--- config.mk ---
export PLATFORM = sky130hd
export DESIGN_NAME = voice_spike_detector_core
export DESIGN_NICKNAME = d
export VERILOG_FILES = /design/src/rtl/vsd_pkg.sv /design/src/rtl/vsd_cell.sv /design/src/rtl/voice_spike_detector_core.sv
export VERILOG_INCLUDE_DIRS = /design/src /design/src/rtl
export SDC_FILE = /design/constraint.sdc
export NUM_CORES = 2
export LEC_CHECK = 0
export BUFFER_PORTS_ARGS = -buffer_cell sky130_fd_sc_hd__buf_2
export CORE_UTILIZATION = 40
export DETAILED_ROUTE_END_ITERATION = 10
export GPL_TIMING_DRIVEN = 0
export PLACE_DENSITY_LB_ADDON = 0.12
export SKIP_CTS_REPAIR_TIMING = 1
export SLEW_MARGIN = 20
export SYNTH_ARGS = -nofsm -noshare
export SYNTH_HDL_FRONTEND = slang
export SYNTH_SLANG_ARGS = --single-unit
--- constraint.sdc ---
create_clock -name aclk -period 11.85 [get_ports aclk]
set_input_delay 2.37 -clock aclk [delete_from_list [all_inputs] [get_ports aclk]]
set_output_delay 2.37 -clock aclk [all_outputs]
set_load 0.02 [all_outputs]
--- src/rtl/voice_spike_detector_core_defines.svh ---
// ----------------------------------------------------------------------------
// voice_spike_detector_core_defines
// Assertion helpers shared by the voice spike detector RTL.
// ----------------------------------------------------------------------------
`ifndef VOICE_SPIKE_DETECTOR_CORE_DEFINES_SVH
`define VOICE_SPIKE_DETECTOR_CORE_DEFINES_SVH

// Same-cycle implication, disabled while reset is asserted.
`define VSD_ASSERT_NOW(lbl, clk, rstn, ante, cons) \
    lbl: assert property (@(posedge clk) disable iff (!rstn) (ante) |-> (cons)) \
        else $error("vsd assertion failed");

// Next-cycle implication, disabled while reset is asserted.
`define VSD_ASSERT_NEXT(lbl, clk, rstn, ante, cons) \
    lbl: assert property (@(posedge clk) disable iff (!rstn) (ante) |=> (cons)) \
        else $error("vsd assertion failed");

`endif

--- src/rtl/vsd_pkg.sv ---
// ----------------------------------------------------------------------------
// vsd_pkg
// Shared types and constants for the voice spike detector.
// ----------------------------------------------------------------------------
package vsd_pkg;

    localparam int STORE_DEPTH = 16;
    localparam int PTR_W       = $clog2(STORE_DEPTH);
    localparam int CNT_W       = $clog2(STORE_DEPTH + 1);
    localparam int ADDR_W      = 4;

    localparam logic [1:0] CMD_AUDIO  = 2'd0;
    localparam logic [1:0] CMD_WAKE   = 2'd1;
    localparam logic [1:0] CMD_CLEAR  = 2'd2;
    localparam logic [1:0] CMD_UNUSED = 2'd3;

    localparam logic [1:0] MODE_AUDIO = 2'd0;

    localparam logic [1:0] REG_WAKE_MODE = 2'd0;
    localparam logic [1:0] REG_THRESHOLD = 2'd1;
    localparam logic [1:0] REG_PERIOD    = 2'd2;
    localparam logic [1:0] REG_COOLDOWN  = 2'd3;

    localparam logic [31:0] THRESHOLD_RST = 32'd100000000;
    localparam logic [15:0] PERIOD_RST    = 16'd1000;
    localparam logic [15:0] COOLDOWN_RST  = 16'd2000;

    localparam logic signed [15:0] FRAME_MIN_RST = 16'sh7FFF;
    localparam logic signed [15:0] FRAME_MAX_RST = 16'sh8000;

    typedef struct packed {
        logic [1:0]         command;
        logic signed [15:0] sample;
        logic               last_of_frame;
        logic [31:0]        now_ms;
    } vsd_in_t;

    typedef struct packed {
        logic        detected;
        logic        voice_flag;
        logic [31:0] level;
        logic [31:0] baseline;
    } vsd_out_t;

    typedef struct packed {
        logic        shift;
        logic        load;
        logic [31:0] load_data;
    } vsd_cell_ctl_t;

    typedef struct packed {
        logic nz;
        logic lt;
        logic le;
    } vsd_cell_flags_t;

endpackage

--- src/rtl/vsd_cell.sv ---
// ----------------------------------------------------------------------------
// vsd_cell
// One entry of the level ring; rotates toward the head and ranks itself
// against the level currently at the head.
// ----------------------------------------------------------------------------
module vsd_cell (
    input  logic                     aclk,
    input  logic                     aresetn,
    input  vsd_pkg::vsd_cell_ctl_t   ctl,
    input  logic [31:0]              nbr_i,
    input  logic [31:0]              cand_i,
    output logic [31:0]              value_o,
    output vsd_pkg::vsd_cell_flags_t flags_o
);
    import vsd_pkg::*;

    logic [31:0] value_reg;
    logic [31:0] value_next;

    always_comb begin
        value_next = value_reg;
        if (ctl.shift) begin
            value_next = nbr_i;
        end else if (ctl.load) begin
            value_next = ctl.load_data;
        end
    end

    always_ff @(posedge aclk) begin
        if (!aresetn) begin
            value_reg <= '0;
        end else begin
            value_reg <= value_next;
        end
    end

    assign value_o    = value_reg;
    assign flags_o.nz = (value_reg != '0);
    assign flags_o.lt = (value_reg != '0) && (value_reg < cand_i);
    assign flags_o.le = (value_reg != '0) && (value_reg <= cand_i);

endmodule

--- src/rtl/voice_spike_detector_core.sv ---
// ----------------------------------------------------------------------------
// voice_spike_detector_core
// Peak-to-peak voice detector with a percentile baseline kept in a ring of cells.
// ----------------------------------------------------------------------------
// Results are registered: a result appears the cycle after accept, or, when a
// frame end updates the baseline ring, after the ring has rotated in ST_PASS.
// Throughput: one word per cycle while the result side keeps up; a baseline
// update holds the input off while the ring rotates once.
// Reset (aresetn low, synchronous) restores registers and clears the ring.
module voice_spike_detector_core (
    input  logic                          aclk,
    input  logic                          aresetn,
    input  logic                          s_valid,
    output logic                          s_ready,
    input  vsd_pkg::vsd_in_t              s_data,
    output logic                          m_valid,
    input  logic                          m_ready,
    output vsd_pkg::vsd_out_t             m_data,
    input  logic                          psel,
    input  logic                          penable,
    input  logic                          pwrite,
    input  logic [vsd_pkg::ADDR_W-1:0]    paddr,
    input  logic [31:0]                   pwdata,
    output logic [31:0]                   prdata,
    output logic                          pready
);
    import vsd_pkg::*;
    `include "voice_spike_detector_core_defines.svh"

    localparam logic ST_IDLE = 1'b0;
    localparam logic ST_PASS = 1'b1;

    logic               st_reg, st_next;
    logic [1:0]         mode_reg;
    logic [31:0]        thr_reg;
    logic [15:0]        period_reg, cool_reg;
    logic signed [15:0] fmin_reg, fmin_next, fmax_reg, fmax_next;
    logic [PTR_W-1:0]   ptr_reg, ptr_next;
    logic [31:0]        base_reg, base_next, lvl_reg, lvl_next;
    logic [31:0]        upd_reg, upd_next, cend_reg, cend_next;
    logic               flag_reg, flag_next;
    logic [PTR_W-1:0]   cnt_reg, cnt_next;
    logic [31:0]        now_reg, now_next, found_reg, found_next;
    logic               mval_reg, mval_next;
    vsd_out_t           mdata_reg, mdata_next;

    vsd_cell_ctl_t      ctl   [STORE_DEPTH];
    logic [31:0]        val   [STORE_DEPTH];
    vsd_cell_flags_t    flags [STORE_DEPTH];
    logic [STORE_DEPTH-1:0] nz_v, lt_v, le_v;

    logic               shift;
    logic               load;
    logic [31:0]        load_data;

    // ------------------------------------------------------------------
    // Cell ring: cell i takes its neighbor's value, so entries rotate
    // through cell 0, which serves as the ranking candidate.
    // ------------------------------------------------------------------
    genvar gi;
    generate
        for (gi = 0; gi < STORE_DEPTH; gi++) begin : g_cell
            assign ctl[gi].shift     = shift;
            assign ctl[gi].load      = load && (ptr_reg == PTR_W'(gi));
            assign ctl[gi].load_data = load_data;
            vsd_cell u_cell (
                .aclk    (aclk),
                .aresetn (aresetn),
                .ctl     (ctl[gi]),
                .nbr_i   (val[(gi + 1) % STORE_DEPTH]),
                .cand_i  (val[0]),
                .value_o (val[gi]),
                .flags_o (flags[gi])
            );
            assign nz_v[gi] = flags[gi].nz;
            assign lt_v[gi] = flags[gi].lt;
            assign le_v[gi] = flags[gi].le;
        end
    endgenerate

    // Head value sits at sorted position k when fewer than k+1 entries are
    // below it and more than k entries are at or below it.
    logic [CNT_W-1:0] n_cnt, lt_cnt, le_cnt, k_idx;
    logic [CNT_W+1:0] n3;
    logic             head_hit;

    assign n_cnt    = CNT_W'($countones(nz_v));
    assign lt_cnt   = CNT_W'($countones(lt_v));
    assign le_cnt   = CNT_W'($countones(le_v));
    assign n3       = (CNT_W+2)'(n_cnt) * (CNT_W+2)'(3);
    assign k_idx    = n3[CNT_W+1:2];
    assign head_hit = (val[0] != '0) && (lt_cnt <= k_idx) && (le_cnt > k_idx);

    // ------------------------------------------------------------------
    // Configuration port
    // ------------------------------------------------------------------
    logic cfg_wr;
    assign pready = 1'b1;
    assign cfg_wr = psel && penable && pwrite && pready;

    always_comb begin
        unique case (paddr[3:2])
            REG_WAKE_MODE: prdata = {30'd0, mode_reg};
            REG_THRESHOLD: prdata = thr_reg;
            REG_PERIOD:    prdata = {16'd0, period_reg};
            REG_COOLDOWN:  prdata = {16'd0, cool_reg};
        endcase
    end

    always_ff @(posedge aclk) begin
        if (!aresetn) begin
            mode_reg   <= MODE_AUDIO;
            thr_reg    <= THRESHOLD_RST;
            period_reg <= PERIOD_RST;
            cool_reg   <= COOLDOWN_RST;
        end else if (cfg_wr) begin
            unique case (paddr[3:2])
                REG_WAKE_MODE: mode_reg   <= pwdata[1:0];
                REG_THRESHOLD: thr_reg    <= pwdata;
                REG_PERIOD:    period_reg <= pwdata[15:0];
                REG_COOLDOWN:  cool_reg   <= pwdata[15:0];
            endcase
        end
    end

    // ------------------------------------------------------------------
    // Item processing
    // ------------------------------------------------------------------
    logic               acc;
    logic signed [15:0] smin, smax;
    logic signed [16:0] span;
    logic [31:0]        lvl_new, elapsed, dec_lvl, dec_base, dec_now, base_final;
    logic               in_cool, frame_go, upd_go, det, dec_go;
    logic [32:0]        twice_base;

    assign s_ready  = (st_reg == ST_IDLE) && (!mval_reg || m_ready);
    assign acc      = s_valid && s_ready;
    assign smin     = (s_data.sample < fmin_reg) ? s_data.sample : fmin_reg;
    assign smax     = (s_data.sample > fmax_reg) ? s_data.sample : fmax_reg;
    assign span     = 17'(smax) - 17'(smin);
    assign lvl_new  = {span[15:0], 16'd0};
    assign in_cool  = s_data.now_ms < cend_reg;
    assign elapsed  = s_data.now_ms - upd_reg;
    assign frame_go = s_data.last_of_frame && (mode_reg == MODE_AUDIO) && !in_cool;
    assign upd_go   = frame_go && (elapsed >= {16'd0, period_reg});

    assign base_final = head_hit ? val[0] : found_reg;
    assign dec_lvl    = (st_reg == ST_PASS) ? lvl_reg : lvl_new;
    assign dec_base   = (st_reg == ST_PASS) ? base_final : base_reg;
    assign dec_now    = (st_reg == ST_PASS) ? now_reg : s_data.now_ms;
    assign twice_base = {dec_base, 1'b0};
    assign det        = dec_go && (dec_lvl > thr_reg) &&
                        ((dec_base == '0) || ({1'b0, dec_lvl} > twice_base));

    always_comb begin
        st_next    = st_reg;
        fmin_next  = fmin_reg;
        fmax_next  = fmax_reg;
        ptr_next   = ptr_reg;
        base_next  = base_reg;
        lvl_next   = lvl_reg;
        upd_next   = upd_reg;
        cend_next  = cend_reg;
        flag_next  = flag_reg;
        cnt_next   = cnt_reg;
        now_next   = now_reg;
        found_next = found_reg;
        mval_next  = mval_reg && !m_ready;
        mdata_next = mdata_reg;
        shift      = 1'b0;
        load       = 1'b0;
        load_data  = lvl_new;
        dec_go     = 1'b0;

        unique case (st_reg)
            ST_IDLE: begin
                if (acc) begin
                    if (s_data.command == CMD_AUDIO) begin
                        if (s_data.last_of_frame) begin
                            fmin_next = FRAME_MIN_RST;
                            fmax_next = FRAME_MAX_RST;
                        end else begin
                            fmin_next = smin;
                            fmax_next = smax;
                        end
                        if (frame_go) begin
                            lvl_next = lvl_new;
                            dec_go   = !upd_go;
                        end
                    end else if (s_data.command == CMD_WAKE) begin
                        dec_go = 1'b0;
                    end else if (s_data.command == CMD_CLEAR) begin
                        flag_next = 1'b0;
                    end
                    if (upd_go && s_data.command == CMD_AUDIO) begin
                        load       = 1'b1;
                        ptr_next   = (ptr_reg == PTR_W'(STORE_DEPTH - 1)) ?
                                     '0 : ptr_reg + PTR_W'(1);
                        upd_next   = s_data.now_ms;
                        now_next   = s_data.now_ms;
                        found_next = '0;
                        cnt_next   = '0;
                        st_next    = ST_PASS;
                    end else begin
                        if (det || (s_data.command == CMD_WAKE && !in_cool)) begin
                            flag_next = 1'b1;
                            cend_next = s_data.now_ms + {16'd0, cool_reg};
                        end
                        mval_next             = 1'b1;
                        mdata_next.detected   = det ||
                                                (s_data.command == CMD_WAKE && !in_cool);
                        mdata_next.voice_flag = (s_data.command == CMD_CLEAR) ? 1'b0 :
                                                (det || (s_data.command == CMD_WAKE &&
                                                 !in_cool)) ? 1'b1 : flag_reg;
                        mdata_next.level      = (s_data.command == CMD_AUDIO && frame_go) ?
                                                lvl_new : lvl_reg;
                        mdata_next.baseline   = base_reg;
                    end
                end
            end
            ST_PASS: begin
                shift    = 1'b1;
                cnt_next = cnt_reg + PTR_W'(1);
                if (head_hit) begin
                    found_next = val[0];
                end
                if (cnt_reg == PTR_W'(STORE_DEPTH - 1)) begin
                    dec_go    = 1'b1;
                    base_next = base_final;
                    st_next   = ST_IDLE;
                    if (det) begin
                        flag_next = 1'b1;
                        cend_next = dec_now + {16'd0, cool_reg};
                    end
                    mval_next             = 1'b1;
                    mdata_next.detected   = det;
                    mdata_next.voice_flag = det ? 1'b1 : flag_reg;
                    mdata_next.level      = lvl_reg;
                    mdata_next.baseline   = base_final;
                end
            end
        endcase
    end

    always_ff @(posedge aclk) begin
        if (!aresetn) begin
            st_reg    <= ST_IDLE;
            fmin_reg  <= FRAME_MIN_RST;
            fmax_reg  <= FRAME_MAX_RST;
            ptr_reg   <= '0;
            base_reg  <= '0;
            lvl_reg   <= '0;
            upd_reg   <= '0;
            cend_reg  <= '0;
            flag_reg  <= 1'b0;
            cnt_reg   <= '0;
            mval_reg  <= 1'b0;
        end else begin
            st_reg    <= st_next;
            fmin_reg  <= fmin_next;
            fmax_reg  <= fmax_next;
            ptr_reg   <= ptr_next;
            base_reg  <= base_next;
            lvl_reg   <= lvl_next;
            upd_reg   <= upd_next;
            cend_reg  <= cend_next;
            flag_reg  <= flag_next;
            cnt_reg   <= cnt_next;
            mval_reg  <= mval_next;
        end
    end

    always_ff @(posedge aclk) begin
        now_reg   <= now_next;
        found_reg <= found_next;
        mdata_reg <= mdata_next;
    end

    assign m_valid = mval_reg;
    assign m_data  = mdata_reg;

    // ------------------------------------------------------------------
    // Assertions
    // ------------------------------------------------------------------
    `VSD_ASSERT_NOW(a_no_accept_in_pass, aclk, aresetn, st_reg == ST_PASS, !s_ready)
    `VSD_ASSERT_NOW(a_detect_sets_flag, aclk, aresetn,
        m_valid && m_data.detected, m_data.voice_flag)
    `VSD_ASSERT_NEXT(a_pass_ends_in_result, aclk, aresetn,
        st_reg == ST_PASS && cnt_reg == PTR_W'(STORE_DEPTH - 1), m_valid && st_reg == ST_IDLE)
    `VSD_ASSERT_NEXT(a_update_starts_pass, aclk, aresetn,
        acc && s_data.command == CMD_AUDIO && upd_go, st_reg == ST_PASS && cnt_reg == '0)

endmodule
Word-level counts from Yosys, hierarchy flattened
Cells that the tools add are included.

storage, ports and cells
  bits in registers = 863
  input bits = 94
  output and inout bits = 101
  logic and storage cells = 361

operators by class
  add/subtract/negate cells = 51
  multipliers = 1
  order comparisons = 40
  eq/ne operators = 27
  muxes and demuxes = 85
  bitwise gates (word level) = 1
  reduce and logical (&&, ||, !) cells = 119

operator list
  operator                                                                count
  32-bit two-way mux                                                      44
  32-bit less-than comparator                                             17
  32-bit <= comparator                                                    16
  32-bit nonzero test                                                     16
  66-bit two-way mux                                                      3
  66-bit case mux with 2 select lines                                     1
  32-bit case mux with 2 select lines                                     2
  32-bit case mux with 4 select lines                                     1
  32-bit by 16-bit adder with 32-bit output                               2
  16-bit two-way mux                                                      4
  1-bit logical AND                                                       63
  1-bit by 1-bit adder with 2-bit output                                  24
  2-bit by 2-bit adder with 3-bit output                                  12
  4-bit equality test (second input constant)                             9
  32-bit by 33-bit > comparator with 1-bit output                         1
  32-bit by 16-bit >= comparator with 1-bit output                        1
  32-bit > comparator                                                     1
  32-bit logical NOT                                                      1
  2-bit nonzero test                                                      16
  32-bit subtractor                                                       1
  3-bit by 3-bit adder with 4-bit output                                  6
  1-bit two-way mux                                                       22
  4-bit by 3-bit equality test with 1-bit output (second input constant)  4
  16-bit > comparator                                                     1
  other kinds (25)                                                        56

Longest topological paths before layout
  word-level depth = 20
  gate-level depth with buffers = 45
  mapped depth without buffers = 44

Hierarchy
From an unflattened synthesis, not the netlist that was laid out.

second synthesis, totals
  cells, all modules = 7618
  area total of the unflattened synthesis = 61834.3 um^2

modules (own cells, without submodules)
  module                     instances  cells an instance  area an instance (um^2)  seq. area each (um^2)
  vsd_cell                   16         303                2397.3                   640.6
  voice_spike_detector_core  1          2770               23477.5                  7847.5

Worst setup path after synthesis
OpenSTA, ideal clock, no wires.

  path type = reg2reg
  start point = register g_cell[0].u_cell.value_reg[1]
  end point = register cend_reg[1]
  setup time = 0.086 ns
  arrival = 9.852 ns
  data required time = 11.764 ns
  setup slack = 1.912 ns
  stages on the path, launching flop included = 44
  path buffers = 1
  period minus slack after synthesis = 9.938 ns
  cell sequence = dfxtp_1 -> inv_1 -> ha_1 -> nor2b_1 -> o21a_1 -> o21a_1 -> o21a_1 -> o21a_1 -> o21a_1 -> o21a_1 -> o21ai_0 -> nand2_1 -> a2111oi_0 -> nor2_1 -> fa_1 -> fa_1 -> fa_1 -> inv_1 -> (+8 left out) -> o221ai_1 -> nor2_1 -> mux2i_1 -> nor2_1 -> a21oi_1 -> ha_1 -> a21o_1 -> a21o_1 -> a21oi_1 -> nor2b_1 -> o21ai_0 -> nand2b_1 -> a221oi_1 -> a211oi_1 -> o221ai_1 -> clkbuf_1 -> nand2_1 -> a211oi_1

between the ends
  word-level cells in the longest chain between the ends = 17
  elaborated cells between the ends (all ways) = 114
  classes of those cells = 34 x add/sub; 1 x mul; 35 x order compare; 2 x eq/ne; 2 x mux; 40 x reduce/logical

ends and longest elaborated chain
  what                                                                                                                    line                                                              source
  from (decl)                                                                                                             vsd_cell.sv:17                                                    logic [31:0] value_reg;
  from (signal assigned)                                                                                                  vsd_cell.sv:33                                                    value_reg <= value_next;
  32-bit nonzero test or 32-bit less-than comparator (tied branches)                                                      n/a
  1-bit by 1-bit adder with 2-bit output (not written as such) or 1-bit logical AND (tied branches)                       voice_spike_detector_core.sv:87, vsd_cell.sv:39
  2-bit by 2-bit adder with 3-bit output (not written as such) or 1-bit by 1-bit adder with 2-bit output (tied branches)  voice_spike_detector_core.sv:87, voice_spike_detector_core.sv:88
  3-bit by 3-bit adder with 4-bit output (not written as such) or 2-bit by 2-bit adder with 3-bit output (tied branches)  voice_spike_detector_core.sv:87, voice_spike_detector_core.sv:88
  4-bit by 4-bit adder with 5-bit output (not written as such) or 3-bit by 3-bit adder with 4-bit output (tied branches)  voice_spike_detector_core.sv:87, voice_spike_detector_core.sv:88
  5-bit by 2-bit multiplier with 7-bit output or 4-bit by 4-bit adder with 5-bit output (tied branches)                   voice_spike_detector_core.sv:90, voice_spike_detector_core.sv:88
  5-bit <= comparator                                                                                                     voice_spike_detector_core.sv:92                                   assign head_hit = (val[0] != '0) && (lt_cnt <= k_idx) && (le_cnt > k_idx);
  1-bit logical AND (2 in a row)                                                                                          voice_spike_detector_core.sv:92
  32-bit two-way mux *                                                                                                    n/a
  32-bit two-way mux *                                                                                                    voice_spike_detector_core.sv:149                                  assign dec_base = (st_reg == ST_PASS) ? base_final : base_reg;
  32-bit by 33-bit > comparator with 1-bit output or 32-bit logical NOT (tied branches)                                   voice_spike_detector_core.sv:153                                  ((dec_base == '0) || ({1'b0, dec_lvl} > twice_base));
  1-bit logical OR *                                                                                                      voice_spike_detector_core.sv:153
  1-bit logical AND *                                                                                                     voice_spike_detector_core.sv:152                                  assign det = dec_go && (dec_lvl > thr_reg) &&
  1-bit logical OR                                                                                                        voice_spike_detector_core.sv:205                                  if (det || (s_data.command == CMD_WAKE && !in_cool)) begin
  2-bit by 1-bit != test with 1-bit output (no source line)                                                               n/a
  5-bit AND reduction (no source line) *                                                                                  n/a
  to (signal assigned)                                                                                                    voice_spike_detector_core.sv:266                                  cend_reg <= cend_next;
  to (decl)                                                                                                               voice_spike_detector_core.sv:40                                   logic [31:0] upd_reg, upd_next, cend_reg, cend_next;

Mark *: on every way between the ends. The rest lies on a longest branch, timed or not.
A chain may end at the register's enable or synchronous reset.

Final worst setup path
  start point = register g_cell[0].u_cell.value_reg[30]
  end point = register cend_reg[18]

The elaborated chain is that of the path after synthesis.

==> reports/qor.txt <==
worst slack, placed - -1.84 ns
worst hold stages - 2
final wirelength - 231000 um
Startpoint Class - flip-flop
Arrival @ worst endpoint - 12.16 ns
outcome - finished, violations left
Die X - 369 um
Min-Delay Startpoint - period_reg[12]
routed length on met2 - 101000 um
vias in the first global route - 49589
power per standard cell area - 278 nW/um^2
clk_skew - 0.0436 ns
multi-input logic area - 33100 um^2
top cells by count, synth - dfxtp_1, ha_1, a21oi_1
CP most frequent cell - fa_1
Nets - 7533
worst reg2reg endpoint - cend_reg[18]
Seq. cell area - 18100 um^2
vias per cell - 6.11
Peak VDD IR - 1070 uV
Gate power share - 62.8%
clock insertion delay at the later pin of the skew report - 0.77 ns
Clock power frac - 19.5%
max reg flops - 512
fin crit share - 97.5%
register area share after synthesis - 33.5%
Hold Crit Class - reg2reg
CP endpoint kind - flip-flop
final instance area - 61400 um^2
synthesized instance count - 6381
highest clock rate - 86.6 MHz
vias - 52389
max-slew violation count - 0
first-pass GRT wire length - 333000 um
Largest stage delay, worst path - 0.84 ns
mapped cell area - 54000 um^2
met1 wire length - 97000 um
met3 WL - 18600 um
core area - 134000 um^2
CTS tree - done
DIE AREA - 137000 um^2
dpl cell area - 57400 um^2
RePlAce Congestion - 1.02
cells on worst reg2reg path - 34
syn avg cell area - 8.47 um^2
largest net degree at the start of global routing - 29
synth-to-layout area growth - 13.7%
clock-pin slew on the worst setup and hold paths - 0.06 ns
fraction of registers with async set or reset after synthesis - 0%
CTS Sinks - 847
clk root buf - clkbuf_16
area leader, netlist - dfxtp_1
critical path class - reg2reg
GRT Util Overall - 33.0%
warnings from Yosys - 0
Synth Flop Type - dfxtp_1
worst hold endpoint - period_reg[12]
Bufs on Longest Clock Path - 3
Wirelength per Cell - 26.9 um
shortest period the worst path allows - 11.55 ns
P_int - 8.08 mW
r2r setup slk - 0.30 ns
DRT iter0 DRCs - 5376
Crit-path slowest cell - nor4_1
final std cells w/o fill - 8577
Distinct cells, synth - 79
RSZ-0062 raised after global routing - true
PortBufs - 174
Worst-Margin Slew - 1.25 ns
post-route core utilization - 45.9%
Post-route DRC - 4
# H-tree levels - 3
clock buffer count from CTS - 103
cell with the most instances after synthesis - dfxtp_1
post-synth top area share - 27.2%
antenna violations before repair - 8
Synth Register Bits - 847
top routing layer in use - met5
Reg power frac - 17.8%
Hold Slack - 0.456 ns
final count of hold timing violations - 0
final setup vio count - 0
detailed placement HPWL - 177000 um
die height - 369 um
number of nets with antenna violations after routing - 0
fill count - 13342
Initial Utilization - 40.4%
failing checks - design-rule violations
CP max FO - 15
first-pass iteration count of the detailed router - 9
Fin Setup TNS - 0 ns
Post-synth EDFFs - 114
dominant cells by area after synthesis - dfxtp_1, ha_1, edfxtp_1, a21oi_1, nand3_1
Rows - 134
PnR worst setup slack - 0.300 ns
Leak - 24.5 nW
Critical Path RT - 12.46 ns
sw frac - 52.8%
origin of the critical flop-to-flop path - g_cell[0].u_cell.value_o[30]
MaxCap Viol Count - 0
IO Pins - 195
relative slew slack - 16.2%
grt total ovfl - 0
P_sw - 9.02 mW
share of layout cells above drive strength 1 - 9.48%
overall power - 17.1 mW
placed cell count - 8348
[layer usage]
layer / GRT usage, % / up-vias
met5: 0 / -
met1: 42.9 / 25370
met3: 6.47 / 545
met2: 50.8 / 2289
met4: 18.6 / 12
li1: - / 24173
[power groups by stage]
| stage | combinational, mW | sequential [mW] | clock, mW |
|---|---|---|---|
| 2_1_floorplan | 6.41 | 3.09 | 0 |
| 3_3_place_gp | 7.64 | 3.09 | 0 |
| 3_5_place_dp | 8.66 | 3.09 | 0 |
| 4_1_cts | 8.71 | 3.03 | 3.35 |
| 5_1_grt | 11.5 | 3.04 | 3.45 |
| 6_report | 10.7 | 3.04 | 3.33 |
[layout make-up]
| cell class | count | share of cell area [%] |
|---|---|---|
| well taps | 1768 | 3.60 |
| plain buffers | 385 | 2.57 |
| clock buffers | 145 | 4.85 |
| inverters | 408 | 2.57 |
| flip-flops and latches | 847 | 29.5 |
| diodes | 4 | 0.0163 |
| repair buffers | 218 | 2.21 |
| multi-input cells | 4755 | 53.8 |
| clock inverters | 47 | 0.862 |
[kinds of logic after synthesis]
logic type,Yosys count,synth area share (%)
compound gates,1729,20.4
xor+xnor,65,1.05
fa+ha+maj,721,17.2
buf+inv,794,5.74
flops,847,33.5
mux,159,3.13
other cells,2,0.0139
simple gates,2064,19.0
[critical path, delay by kind of cell, from the launching register on]
family | cells | cell delay, ns
buffers and inverters | 4 | 1.20
adder cells (fa/ha/maj) | 9 | 3.97
AO/OA/AOI/OAI | 14 | 3.53
XOR/XNOR | 1 | 0.19
flip-flops | 1 | 0.46
AND/OR/NAND/NOR | 6 | 1.97
[cell usage in the layout (no fill, tap or decap), types with 37 or more instances in the layout]
master / n
o21ai_0: 369
a21o_1: 157
nand4_1: 207
nand2b_1: 66
ha_1: 688
o211ai_1: 63
a221oi_1: 139
a21oi_1: 587
buf_4: 52
nor2b_1: 75
inv_1: 380
and4_1: 37
nor2_1: 335
buf_1: 45
mux2i_1: 98
buf_2: 207
mux2_2: 59
and2_1: 52
a211oi_1: 61
clkbuf_16: 104
o21a_1: 95
edfxtp_1: 114
dfxtp_1: 732
nor4_1: 149
nand2_1: 536
nand3_1: 449
nor3_1: 57
clkbuf_1: 293
[how the worst max path moves through the flow]
stage | from | endpoint | slack [ns] | cells after the start
6_report | g_cell[0].u_cell.value_o[30] | cend_reg[18] | 0.30 | 34
5_1_grt | g_cell[0].u_cell.value_o[1] | cend_reg[1] | -0.04 | 44
4_1_cts | g_cell[0].u_cell.value_o[1] | cend_reg[1] | -1.89 | 41
3_5_place_dp | g_cell[0].u_cell.value_o[1] | cend_reg[1] | -1.84 | 41
3_3_place_gp | g_cell[0].u_cell.value_o[1] | cend_reg[1] | -2.73 | 41
2_1_floorplan | g_cell[0].u_cell.value_o[1] | cend_reg[1] | 1.91 | 43
No activity file was read; power rests on OpenSTA's default activity.
